<file path="config.mk">
export PLATFORM = sky130hd
export DESIGN_NAME = earliest_finish_work_dispatcher
export DESIGN_NICKNAME = d
export VERILOG_FILES = /design/src/hw/rtl/efwd_pkg.sv /design/src/hw/rtl/earliest_finish_work_dispatcher.sv
export SDC_FILE = /design/constraint.sdc
export NUM_CORES = 2
export LEC_CHECK = 0
export BUFFER_PORTS_ARGS = -buffer_cell sky130_fd_sc_hd__clkbuf_2
export CORE_MARGIN = 3
export CORE_UTILIZATION = 63
export CTS_CLUSTER_SIZE = 28
export DETAILED_ROUTE_END_ITERATION = 10
export PLACE_DENSITY = 0.81
export SYNTH_ARGS = -nofsm -noshare
export SYNTH_HDL_FRONTEND = slang
export SYNTH_SLANG_ARGS = --single-unit
</file>
<file path="constraint.sdc">
create_clock -name clk -period 7.71 [get_ports clk]
set_input_delay 1.1565 -clock clk [delete_from_list [all_inputs] [get_ports clk]]
set_output_delay 1.1565 -clock clk [all_outputs]
set_load 0.02 [all_outputs]
</file>
<file path="src/hw/rtl/efwd_pkg.sv">
`timescale 1ns / 1ps
// ----------------------------------------------------------------------------
// efwd_pkg
// Shared constants and a saturating add for the earliest-finish work dispatcher.
// ----------------------------------------------------------------------------
package efwd_pkg;

    localparam int MAX_WORKERS      = 4;
    localparam int FACTOR_FRAC_BITS = 12;
    localparam int WIDX_W           = 2;
    localparam int OPS_W            = 48;
    localparam int TIME_W           = 32;
    localparam int RATE_W           = 32;
    localparam int FACT_W           = 16;
    localparam int SETUP_W          = 48;
    localparam int CFG_IDX_W        = 3;
    // Dividend register width: ops, or a value of up to 48 bits shifted by the fraction bits.
    localparam int DIVD_W           = 64;
    localparam int DCNT_W           = 7;

    localparam logic [TIME_W-1:0] SAT = {TIME_W{1'b1}};

    localparam logic [CFG_IDX_W-1:0] REG_POLICY = 3'd4;

    localparam logic CMD_DISPATCH = 1'b0;
    localparam logic CMD_CLEAR    = 1'b1;

    localparam logic POL_FINISH = 1'b0;
    localparam logic POL_LOAD   = 1'b1;

    function automatic logic [TIME_W-1:0] sat_add(input logic [TIME_W-1:0] a,
                                                  input logic [TIME_W-1:0] b);
        logic [TIME_W:0] s;
        s = {1'b0, a} + {1'b0, b};
        return s[TIME_W] ? SAT : s[TIME_W-1:0];
    endfunction

endpackage

</file>
<file path="src/hw/rtl/earliest_finish_work_dispatcher.sv">
`timescale 1ns / 1ps
// ----------------------------------------------------------------------------
// earliest_finish_work_dispatcher
// Greedy list scheduler: assigns each work item to the worker that finishes it
// earliest (or by capability-weighted load) using one bit-serial divider.
// ----------------------------------------------------------------------------
//  channel | signals                              | direction
//  --------+--------------------------------------+----------
//  input   | valid, stall, command, work_ops      | in
//  result  | out_valid, out_stall, worker_index.. | out
//  config  | cfg_valid, cfg_ready, cfg_index, ... | in
//
// One item at a time. A dispatch runs up to three restoring divisions per
// worker (ops/rate, base*4096/factor, exec*4096/factor) plus one for the load
// update, each one quotient bit per cycle. Policy 0 needs only the first two
// per worker and no load update. Disabled workers are skipped in the scan
// state. A clear is done in the cycle of its transfer. The result waits in
// an output register and holds stall high; the next item is accepted the
// cycle after it has been taken. Asynchronous reset.
module earliest_finish_work_dispatcher (
    input  logic                                clk,
    input  logic                                rst_n,
    input  logic                                valid,
    output logic                                stall,
    input  logic                                command,
    input  logic [efwd_pkg::OPS_W-1:0]          work_ops,
    output logic                                out_valid,
    input  logic                                out_stall,
    output logic [efwd_pkg::WIDX_W-1:0]         worker_index,
    output logic                                assigned,
    output logic [efwd_pkg::TIME_W-1:0]         exec_time_ms,
    output logic [efwd_pkg::TIME_W-1:0]         worker_busy_ms,
    output logic [efwd_pkg::TIME_W-1:0]         makespan_ms,
    input  logic                                cfg_valid,
    output logic                                cfg_ready,
    input  logic [efwd_pkg::CFG_IDX_W-1:0]      cfg_index,
    input  logic [efwd_pkg::SETUP_W-1:0]        cfg_data
);

    localparam int NW = efwd_pkg::MAX_WORKERS;
    localparam int TW = efwd_pkg::TIME_W;
    localparam int FB = efwd_pkg::FACTOR_FRAC_BITS;
    localparam int DW = efwd_pkg::DIVD_W;

    typedef enum logic [3:0] {
        S_IDLE, S_SCAN, S_DIV_BASE, S_DIV_EXEC, S_DIV_KEY, S_CMP,
        S_UPDATE, S_DIV_LOAD, S_SPAN, S_DONE
    } state_t;

    state_t                          state_reg;
    logic [efwd_pkg::SETUP_W-1:0]    setup_reg [efwd_pkg::MAX_WORKERS];
    logic                            policy_reg;
    logic [TW-1:0]                   busy_reg [efwd_pkg::MAX_WORKERS];
    logic [TW-1:0]                   load_reg [efwd_pkg::MAX_WORKERS];
    logic [efwd_pkg::OPS_W-1:0]      ops_reg;
    logic [efwd_pkg::WIDX_W-1:0]     w_reg;
    logic [efwd_pkg::WIDX_W-1:0]     best_reg;
    logic                            found_reg;
    logic [TW-1:0]                   best_key_reg;
    logic [TW-1:0]                   best_exec_reg;
    logic [TW-1:0]                   exec_reg;
    logic [TW-1:0]                   key_reg;
    logic [TW-1:0]                   span_reg;

    // restoring divider: remainder, dividend shift register, quotient
    logic [DW-1:0]                   divd_reg;
    logic [DW-1:0]                   quo_reg;
    logic [efwd_pkg::RATE_W:0]       rem_reg;
    logic [efwd_pkg::RATE_W-1:0]     dsor_reg;
    logic [efwd_pkg::DCNT_W-1:0]     cnt_reg;

    logic [efwd_pkg::RATE_W:0]       rem_sh;
    logic [efwd_pkg::RATE_W:0]       rem_sub;
    logic                            q_bit;
    logic                            div_last;

    logic [efwd_pkg::RATE_W-1:0]     rate_w;
    logic [efwd_pkg::FACT_W-1:0]     fact_w;
    logic                            en_w;
    logic [efwd_pkg::FACT_W-1:0]     fact_best;
    logic [TW-1:0]                   new_busy;

    assign rate_w = setup_reg[w_reg][efwd_pkg::SETUP_W-1:efwd_pkg::FACT_W];
    assign fact_w = setup_reg[w_reg][efwd_pkg::FACT_W-1:0];
    assign en_w   = (rate_w != '0) && (fact_w != '0);
    assign fact_best = setup_reg[best_reg][efwd_pkg::FACT_W-1:0];
    assign new_busy  = efwd_pkg::sat_add(busy_reg[best_reg], best_exec_reg);

    assign rem_sh  = {rem_reg[efwd_pkg::RATE_W-1:0], divd_reg[DW-1]};
    assign rem_sub = rem_sh - {1'b0, dsor_reg};
    assign q_bit   = ~rem_sub[efwd_pkg::RATE_W];
    assign div_last = (cnt_reg == '0);

    assign stall     = (state_reg != S_IDLE) || out_valid;
    assign cfg_ready = (state_reg == S_IDLE) && !out_valid;

    always_ff @(posedge clk or negedge rst_n)
    begin
        if (!rst_n)
        begin
            state_reg     <= S_IDLE;
            policy_reg    <= efwd_pkg::POL_LOAD;
            out_valid     <= 1'b0;
            ops_reg       <= '0;
            w_reg         <= '0;
            best_reg      <= '0;
            found_reg     <= 1'b0;
            best_key_reg  <= '0;
            best_exec_reg <= '0;
            exec_reg      <= '0;
            key_reg       <= '0;
            span_reg      <= '0;
            divd_reg      <= '0;
            quo_reg       <= '0;
            rem_reg       <= '0;
            dsor_reg      <= '0;
            cnt_reg       <= '0;
            for (int i = 0; i < NW; i++)
            begin
                setup_reg[i] <= '0;
                busy_reg[i]  <= '0;
                load_reg[i]  <= '0;
            end
        end
        else
        begin
            if (out_valid && !out_stall)
                out_valid <= 1'b0;

            if (cfg_valid && cfg_ready)
            begin
                if (cfg_index < efwd_pkg::CFG_IDX_W'(NW))
                    setup_reg[cfg_index[efwd_pkg::WIDX_W-1:0]] <= cfg_data;
                else if (cfg_index == efwd_pkg::REG_POLICY)
                    policy_reg <= cfg_data[0];
            end

            // divider step, shared by every division state; the last step is
            // taken by the state that consumes the quotient
            if ((state_reg == S_DIV_BASE || state_reg == S_DIV_EXEC ||
                 state_reg == S_DIV_KEY || state_reg == S_DIV_LOAD) && !div_last)
            begin
                rem_reg  <= q_bit ? rem_sub : rem_sh;
                divd_reg <= {divd_reg[DW-2:0], 1'b0};
                quo_reg  <= {quo_reg[DW-2:0], q_bit};
                cnt_reg  <= cnt_reg - 1'b1;
            end

            case (state_reg)
                S_IDLE:
                begin
                    if (valid && !out_valid)
                    begin
                        if (command == efwd_pkg::CMD_CLEAR)
                        begin
                            for (int i = 0; i < NW; i++)
                            begin
                                busy_reg[i] <= '0;
                                load_reg[i] <= '0;
                            end
                        end
                        else
                        begin
                            ops_reg   <= work_ops;
                            w_reg     <= '0;
                            found_reg <= 1'b0;
                            best_reg  <= '0;
                            state_reg <= S_SCAN;
                        end
                    end
                end
                S_SCAN:
                begin
                    if (en_w)
                    begin
                        divd_reg  <= DW'(ops_reg) << (DW - efwd_pkg::OPS_W);
                        dsor_reg  <= rate_w;
                        rem_reg   <= '0;
                        quo_reg   <= '0;
                        cnt_reg   <= efwd_pkg::DCNT_W'(efwd_pkg::OPS_W - 1);
                        state_reg <= S_DIV_BASE;
                    end
                    else if (w_reg == efwd_pkg::WIDX_W'(NW - 1))
                        state_reg <= S_UPDATE;
                    else
                        w_reg <= w_reg + 1'b1;
                end
                S_DIV_BASE:
                begin
                    if (div_last)
                    begin
                        // base < 2^48, shifted by FB fits in 64 bits
                        divd_reg  <= DW'({quo_reg[efwd_pkg::OPS_W-2:0], q_bit}) << FB;
                        dsor_reg  <= efwd_pkg::RATE_W'(fact_w);
                        rem_reg   <= '0;
                        quo_reg   <= '0;
                        cnt_reg   <= efwd_pkg::DCNT_W'(DW - 1);
                        state_reg <= S_DIV_EXEC;
                    end
                end
                S_DIV_EXEC, S_DIV_KEY, S_DIV_LOAD:
                begin
                    if (div_last)
                    begin
                        logic [DW-1:0] q;
                        logic [TW-1:0] qs;
                        q  = {quo_reg[DW-2:0], q_bit};
                        qs = (q[DW-1:TW] != '0) ? efwd_pkg::SAT : q[TW-1:0];
                        rem_reg <= '0;
                        quo_reg <= '0;
                        cnt_reg <= efwd_pkg::DCNT_W'(DW - 1);
                        if (state_reg == S_DIV_EXEC)
                        begin
                            exec_reg <= qs;
                            if (policy_reg == efwd_pkg::POL_LOAD)
                            begin
                                divd_reg  <= DW'(qs) << FB;
                                state_reg <= S_DIV_KEY;
                            end
                            else
                            begin
                                key_reg   <= efwd_pkg::sat_add(busy_reg[w_reg], qs);
                                state_reg <= S_CMP;
                            end
                        end
                        else if (state_reg == S_DIV_KEY)
                        begin
                            key_reg   <= efwd_pkg::sat_add(load_reg[w_reg], qs);
                            state_reg <= S_CMP;
                        end
                        else
                        begin
                            load_reg[best_reg] <= qs;
                            state_reg          <= S_SPAN;
                        end
                    end
                end
                S_CMP:
                begin
                    if (!found_reg || key_reg < best_key_reg)
                    begin
                        found_reg     <= 1'b1;
                        best_reg      <= w_reg;
                        best_key_reg  <= key_reg;
                        best_exec_reg <= exec_reg;
                    end
                    if (w_reg == efwd_pkg::WIDX_W'(NW - 1))
                        state_reg <= S_UPDATE;
                    else
                    begin
                        w_reg     <= w_reg + 1'b1;
                        state_reg <= S_SCAN;
                    end
                end
                S_UPDATE:
                begin
                    if (found_reg)
                    begin
                        busy_reg[best_reg] <= new_busy;
                        if (policy_reg == efwd_pkg::POL_LOAD)
                        begin
                            divd_reg  <= DW'(new_busy) << FB;
                            dsor_reg  <= efwd_pkg::RATE_W'(fact_best);
                            rem_reg   <= '0;
                            quo_reg   <= '0;
                            cnt_reg   <= efwd_pkg::DCNT_W'(DW - 1);
                            state_reg <= S_DIV_LOAD;
                        end
                        else
                            state_reg <= S_SPAN;
                    end
                    else
                        state_reg <= S_SPAN;
                end
                S_SPAN:
                begin
                    logic [TW-1:0] m;
                    m = '0;
                    for (int i = 0; i < NW; i++)
                        if (busy_reg[i] > m)
                            m = busy_reg[i];
                    span_reg  <= m;
                    state_reg <= S_DONE;
                end
                S_DONE:
                begin
                    out_valid <= 1'b1;
                    state_reg <= S_IDLE;
                end
                default:
                    state_reg <= S_IDLE;
            endcase
        end
    end

    assign worker_index   = found_reg ? best_reg : '0;
    assign assigned       = found_reg;
    assign exec_time_ms   = found_reg ? best_exec_reg : '0;
    assign worker_busy_ms = found_reg ? busy_reg[best_reg] : '0;
    assign makespan_ms    = span_reg;

endmodule

</file>
# == Word level (Yosys, flattened, before mapping) ==
# Index checks and enable logic that the tools add are counted.
# W data, S select, Z words.
# totals
word_cells,227
reg_bits,867
out_inout_bits,102
inputBits,105
# classes
mux,106
eq_ne,25
n_bitwise,6
reduce_logical,44
magnitude_cmp,11
add_sub_neg,6
# ops
operator,count
$mux W32,27
$mux W64,13
$mux W128,6
$pmux W128 S2,2
$bwmux W128,2
$pmux W64 S4,1
$mux W33,6
$bmux W32 S2,3
$bmux W48 S2,2
$bwmux W192,1
$pmux W64 S3,1
$mux W48,3
$add A32 B32 Y33,3
$pmux W33 S3,1
$demux W48 S2,1
$gt A32 B32 Y1,3
$pmux W32 S3,1
$demux W32 S2,1
$reduce_bool A32 Y1,2
$mux W4,10
$mux W7,5
$sub A33 B32 Y33,1
$gt A32 B1 Y1 const B,1
$lt A32 B32 Y1,1
other kinds (41),101

# == Longest topological paths before layout ==
# logic_depth
depth_word,11
mapped_depth,32
depth_no_buf,29

# == Worst setup path after synthesis ==
# Ideal clock, no wire load.
# synth_path
path_kind,reg-to-reg
from,register busy_reg[95] (netlist name)
to,"register span_reg[21], in the netlist makespan_ms[21]"
stages_incl_launch_ff,30
required_time_ns,7.620
period_less_slack_ns,6.407
n_path_buf,3
arrival_ns,6.317
path_slack_ns,1.303
setup_time_ns,0.090
path_cell_list,dfrtp_1 > ha_1 > nand3_1 > or3_1 > nor4b_1 > a31o_2 > nand2_1 > clkbuf_1 > nor2_1 > a21oi_1 > ha_1 > a211oi_1 > o21bai_1 > a211oi_1 > o21ai_0 > o41ai_1 > o21ai_0 > o2111ai_1 > buf_2 > mux2_2 > ha_1 > a21o_1 > a21o_1 > a221oi_1 > o21ai_0 > a211o_1 > a311o_1 > a21o_1 > clkbuf_1 > o221ai_1
# synth_between
elab_chain_cells,8
# synth_rtl
item,line,text
start: declaration,earliest_finish_work_dispatcher.sv:53,logic [TW-1:0] busy_reg [efwd_pkg::MAX_WORKERS];
start signal: indexed assignment,earliest_finish_work_dispatcher.sv:259,busy_reg[best_reg] <= new_busy;
$gt A32 B32 Y1,earliest_finish_work_dispatcher.sv:280,if (busy_reg[i] > m)
$mux W32 (*),earliest_finish_work_dispatcher.sv:280,
$mux W32 (*),earliest_finish_work_dispatcher.sv:149,case (state_reg)
$gt A32 B32 Y1,earliest_finish_work_dispatcher.sv:280,
$mux W32 (*),earliest_finish_work_dispatcher.sv:280,
$mux W32 (*),earliest_finish_work_dispatcher.sv:149,
$gt A32 B32 Y1,earliest_finish_work_dispatcher.sv:280,
$mux W32 (*),earliest_finish_work_dispatcher.sv:280,
end signal: assignment,earliest_finish_work_dispatcher.sv:282,span_reg <= m;
end: declaration,earliest_finish_work_dispatcher.sv:63,logic [TW-1:0] span_reg;
# Mark *: on every way between the ends. The rest lies on a longest branch, timed or not. The select of a mux whose other input is x is not followed.
# A chain may end at the register's enable or synchronous reset.

# == Worst setup path after layout ==
# layout_path
from,register busy_reg[89] (netlist name)
to,"register span_reg[16], in the netlist makespan_ms[16]"
# The elaborated chain is that of the path after synthesis.

==> summary.txt <==
Placed design
  – Dpl ws: 187.7 ps
  – Placer Congestion: 0.9949
  – Hpwl dp: 109.1 mm
  – Buffers added on ports: 206

Critical path
  – Worst reg2reg startpoint: busy_reg[89]
  – Longest individual stage delay on the worst path: 430 ps
  – Capturing element type of the critical path: register
  – Number of cells on the worst reg-to-reg path: 27
  – Required arrival time at the worst endpoint: 8230 ps
  – Master of the slowest instance on the critical path: sky130_fd_sc_hd__dfrtp_1
  – Data arrival time of the critical path: 7730 ps
  – Highest fanout seen on the critical path: 32
  – Register-to-Register Setup Slack: 500 ps
  – Reg2reg end: makespan_ms[16]
  – Critical path launch point type: register
  – Critical path class: reg2reg

Power
  – Power Density: 165.7 nW/µm²
  – Power Internal: 7.241 mW
  – Part of the total power dissipated in the clock network: 0.498
  – Highest ir drop seen on vdd: 0.2141 mV
  – Switching Share: 0.2234
  – P_leak: 26.05 nW
  – Total net switching power: 2.083 mW
  – Combinational share of power: 0.015
  – Sequential Power Share: 0.487
  – Power Total: 9.323 mW

Yosys
  – Ys flop type: sky130_fd_sc_hd__dfrtp_1
  – Top cells by area, synth: sky130_fd_sc_hd__dfrtp_1 42%, sky130_fd_sc_hd__mux4_2 7.0%, sky130_fd_sc_hd__mux2_2 6.8%, sky130_fd_sc_hd__ha_1 6.3%, sky130_fd_sc_hd__nand2_1 4.8%
  – Most instantiated cells after synthesis: 864 x sky130_fd_sc_hd__dfrtp_1, 655 x sky130_fd_sc_hd__nand2_1, 441 x sky130_fd_sc_hd__o21ai_0
  – Synth area leader: sky130_fd_sc_hd__dfrtp_1
  – Most instantiated library cell after synthesis: sky130_fd_sc_hd__dfrtp_1
  – Netlist cell types: 88
  – Synth top area share: 0.4230
  – Post-Synthesis Mean Instance Area: 9.978 µm²
  – Synth warnings: 0
  – Mapped Cells: 5123
  – Async set-or-reset flop fraction in the synthesized netlist: 1.000
  – Cell Area, Synth: 51120 µm²
  – Share of the yosys chip area belonging to registers: 0.4235
  – Post-synth EDFFs: 0
  – Syn nets: 5488
  – Synth Register Bits: 865

Outcome
  – Result of the run: finished clean

Finish
  – Area occupied by registers: 21660 µm²
  – Area growth from synthesis to final layout: 10.05%
  – Final net count: 5542
  – Largest register FFs: 192
  – Filler cell count: 5842
  – Multi-input gate area: 27590 µm²
  – Fraction of final layout cells sized beyond drive strength 1: 0.1863
  – Final Util: 0.7063

Timing
  – Hold_ws: 474.8 ps
  – Max Clock Freq: 138.7 MHz
  – Max-slew headroom at the worst pin: 0.03742
  – Count of final max-slew check failures: 0
  – Setup violation total in the final timing report: 0
  – Setup repair after global routing missed its margin: false
  – Number of hold violations in the final report: 0
  – Clock Skew: 42.93 ps
  – Worst Setup Slack, final: 501.5 ps
  – Worst Max-Slew Pin Slew: 1404 ps
  – Final Cycle Share: 0.9350
  – TNS Setup: 0 ps
  – Fin crit period: 7209 ps

Drt
  – Routed vias/inst: 6.756
  – Post-DRT Antenna Nets: 0
  – Via Count: 42588
  – Wirelength per Cell: 25.40 µm
  – Initial DRT Pass Iterations: 6
  – Total wire length after detailed routing: 160.1 mm
  – Starting DRT DRC Count: 5073
  – DR DRC count: 0

Worst hold path
  – Class of the worst hold path: reg2reg
  – End point of the most critical hold path: load_reg[24]
  – Origin of the worst min-delay path: load_reg[24]
  – Cell depth of the worst hold path: 2

Clock tree
  – Clock Path Buffers: 3
  – Clock net sink count: 865
  – TritonCTS clock tree: yes
  – Clock Tree Root: sky130_fd_sc_hd__clkbuf_16
  – CTS buffer count: 91
  – Reg clk slew, reported paths: 60 ps
  – Worst-skew pair later-pin latency: 690 ps
  – Maximum level of the CTS H-tree: 3

Floorplanning
  – # rows: 103
  – Overall die height: 290.9 µm
  – Initial standard-cell utilization of the core: 0.6418
  – Area of the core: 79640 µm²
  – Io pins: 207
  – Die width: 290.9 µm
  – Full die area: 84590 µm²

Job
  – Maximum Capacitance Violations: 0

Global routing
  – Pin count of the biggest net entering global routing: 167
  – Global-route wire length before repair: 245.4 mm
  – Via count of the first global-routing pass: 41540
  – Total Routing Usage GR: 0.3710
  – Initial antenna violation count: 12
  – Sum of overflow across all layers after global routing: 0
==> layout make-up <==
cell class	count	share of cell area
Clock buffer	125	0.04524
Timing Repair Buffer	289	0.03076
Antenna cell	10	0.0004448
Inverter	212	0.01415
Tap cell	1050	0.02335
Clock inverter	35	0.01059
Sequential cell	865	0.3851
Multi-Input combinational cell	3718	0.4904
==> metal layers <==
layer  global-route usage  routed length (µm)  up-vias
met1               0.4968               62780    21054
met2               0.5515               70040     2211
met5                    0                  34        -
met3               0.1051               17390      492
met4               0.1974                9888        6
li1                     -                   -    18825
==> critical path: cells and delay by family, from the launching register on <==
family                   cells  cell delay [ps]
AND/OR/NAND/NOR              5             1220
AO/OA/AOI/OAI               16             3530
buffers and inverters        2              520
flip-flops                   1              430
multiplexers                 1              400
adder cells (fa/ha/maj)      3              930
==> layout by cell type (no fill, tap or decap), types with 13 or more instances in the layout <==
| master | synthesis | routed |
|---|---|---|
| sky130_fd_sc_hd__dfrtp_1 | 864 | 858 |
| sky130_fd_sc_hd__nand2_1 | 655 | 650 |
| sky130_fd_sc_hd__o21ai_0 | 441 | 440 |
| sky130_fd_sc_hd__a21oi_1 | 330 | 325 |
| sky130_fd_sc_hd__mux2_2 | 307 | 307 |
| sky130_fd_sc_hd__ha_1 | 256 | 256 |
| sky130_fd_sc_hd__nor2_1 | 232 | 228 |
| sky130_fd_sc_hd__nand3_1 | 223 | 220 |
| sky130_fd_sc_hd__inv_1 | 212 | 212 |
| sky130_fd_sc_hd__clkbuf_2 | 1 | 205 |
| sky130_fd_sc_hd__mux4_2 | 160 | 160 |
| sky130_fd_sc_hd__clkbuf_16 | 0 | 91 |
| sky130_fd_sc_hd__and2_1 | 81 | 81 |
| sky130_fd_sc_hd__a21o_1 | 82 | 81 |
| sky130_fd_sc_hd__o211ai_1 | 81 | 81 |
| sky130_fd_sc_hd__buf_4 | 3 | 77 |
| sky130_fd_sc_hd__mux2i_1 | 73 | 73 |
| sky130_fd_sc_hd__xnor2_1 | 68 | 68 |
| sky130_fd_sc_hd__a22o_1 | 65 | 65 |
| sky130_fd_sc_hd__and3_1 | 52 | 51 |
| sky130_fd_sc_hd__o221ai_1 | 48 | 48 |
| sky130_fd_sc_hd__nor3_1 | 43 | 41 |
| sky130_fd_sc_hd__nand4_1 | 38 | 38 |
| sky130_fd_sc_hd__o21a_1 | 39 | 38 |
| sky130_fd_sc_hd__o311a_1 | 33 | 33 |
| sky130_fd_sc_hd__xor2_1 | 28 | 28 |
| sky130_fd_sc_hd__nor4_1 | 28 | 27 |
| sky130_fd_sc_hd__o22ai_1 | 27 | 27 |
| sky130_fd_sc_hd__a211oi_1 | 26 | 26 |
| sky130_fd_sc_hd__nand2b_1 | 25 | 25 |
| sky130_fd_sc_hd__a221o_1 | 23 | 22 |
| sky130_fd_sc_hd__clkbuf_1 | 256 | 20 |
| sky130_fd_sc_hd__nor2b_1 | 17 | 17 |
| sky130_fd_sc_hd__o21bai_1 | 17 | 17 |
| sky130_fd_sc_hd__clkbuf_8 | 0 | 14 |
| sky130_fd_sc_hd__nor2_4 | 10 | 13 |
| sky130_fd_sc_hd__or3_1 | 14 | 13 |
| sky130_fd_sc_hd__a31oi_1 | 13 | 13 |
==> stage by stage <==
stage                     cells  instance area (µm²)
after floorplan            5123                51120
after global placement     6131                53040
after detailed placement   6131                53040
after CTS                  6291                56180
after global routing       6300                56240
final                      6304                56250
==> how the worst max path moves through the flow <==
| stage | from | to | slack, ps | cells after the start |
|---|---|---|---|---|
| floorplan | busy_reg[95] | makespan_ms[21] | 1300 | 29 |
| CTS | busy_reg[89] | makespan_ms[16] | 120 | 26 |
| finish | busy_reg[89] | makespan_ms[16] | 500 | 27 |
| detailed placement | busy_reg[124] | makespan_ms[16] | 190 | 27 |
| global placement | busy_reg[127] | makespan_ms[30] | 360 | 28 |
| global route | busy_reg[121] | makespan_ms[16] | 80 | 29 |
==> power groups by stage <==
stage | Combinational [mW] | Sequential [mW] | Clock, mW
after floorplan | 0.00221 | 4.62 | 0
after global placement | 0.141 | 4.62 | 0
after detailed placement | 0.144 | 4.62 | 0
after CTS | 0.145 | 4.54 | 4.67
after global routing | 0.159 | 4.54 | 4.85
final | 0.139 | 4.54 | 4.65
==> repair_timing <==
action                                  in CTS  in global routing
gates resized for setup                      0                  5
endpoints found under the setup margin       0                 32
hold buffers                                 0                  0
setup buffers                                0                  3
==> logic make-up after synthesis <==
| group | after synthesis | synth area share |
|---|---|---|
| buf+inv | 540 | 0.04164 |
| fa+ha+maj | 260 | 0.06423 |
| compound gates | 1360 | 0.1703 |
| simple gates | 1462 | 0.1315 |
| xor+xnor | 96 | 0.01645 |
| mux | 540 | 0.1524 |
| flops | 865 | 0.4235 |
(Power assumes the default switching activity.)
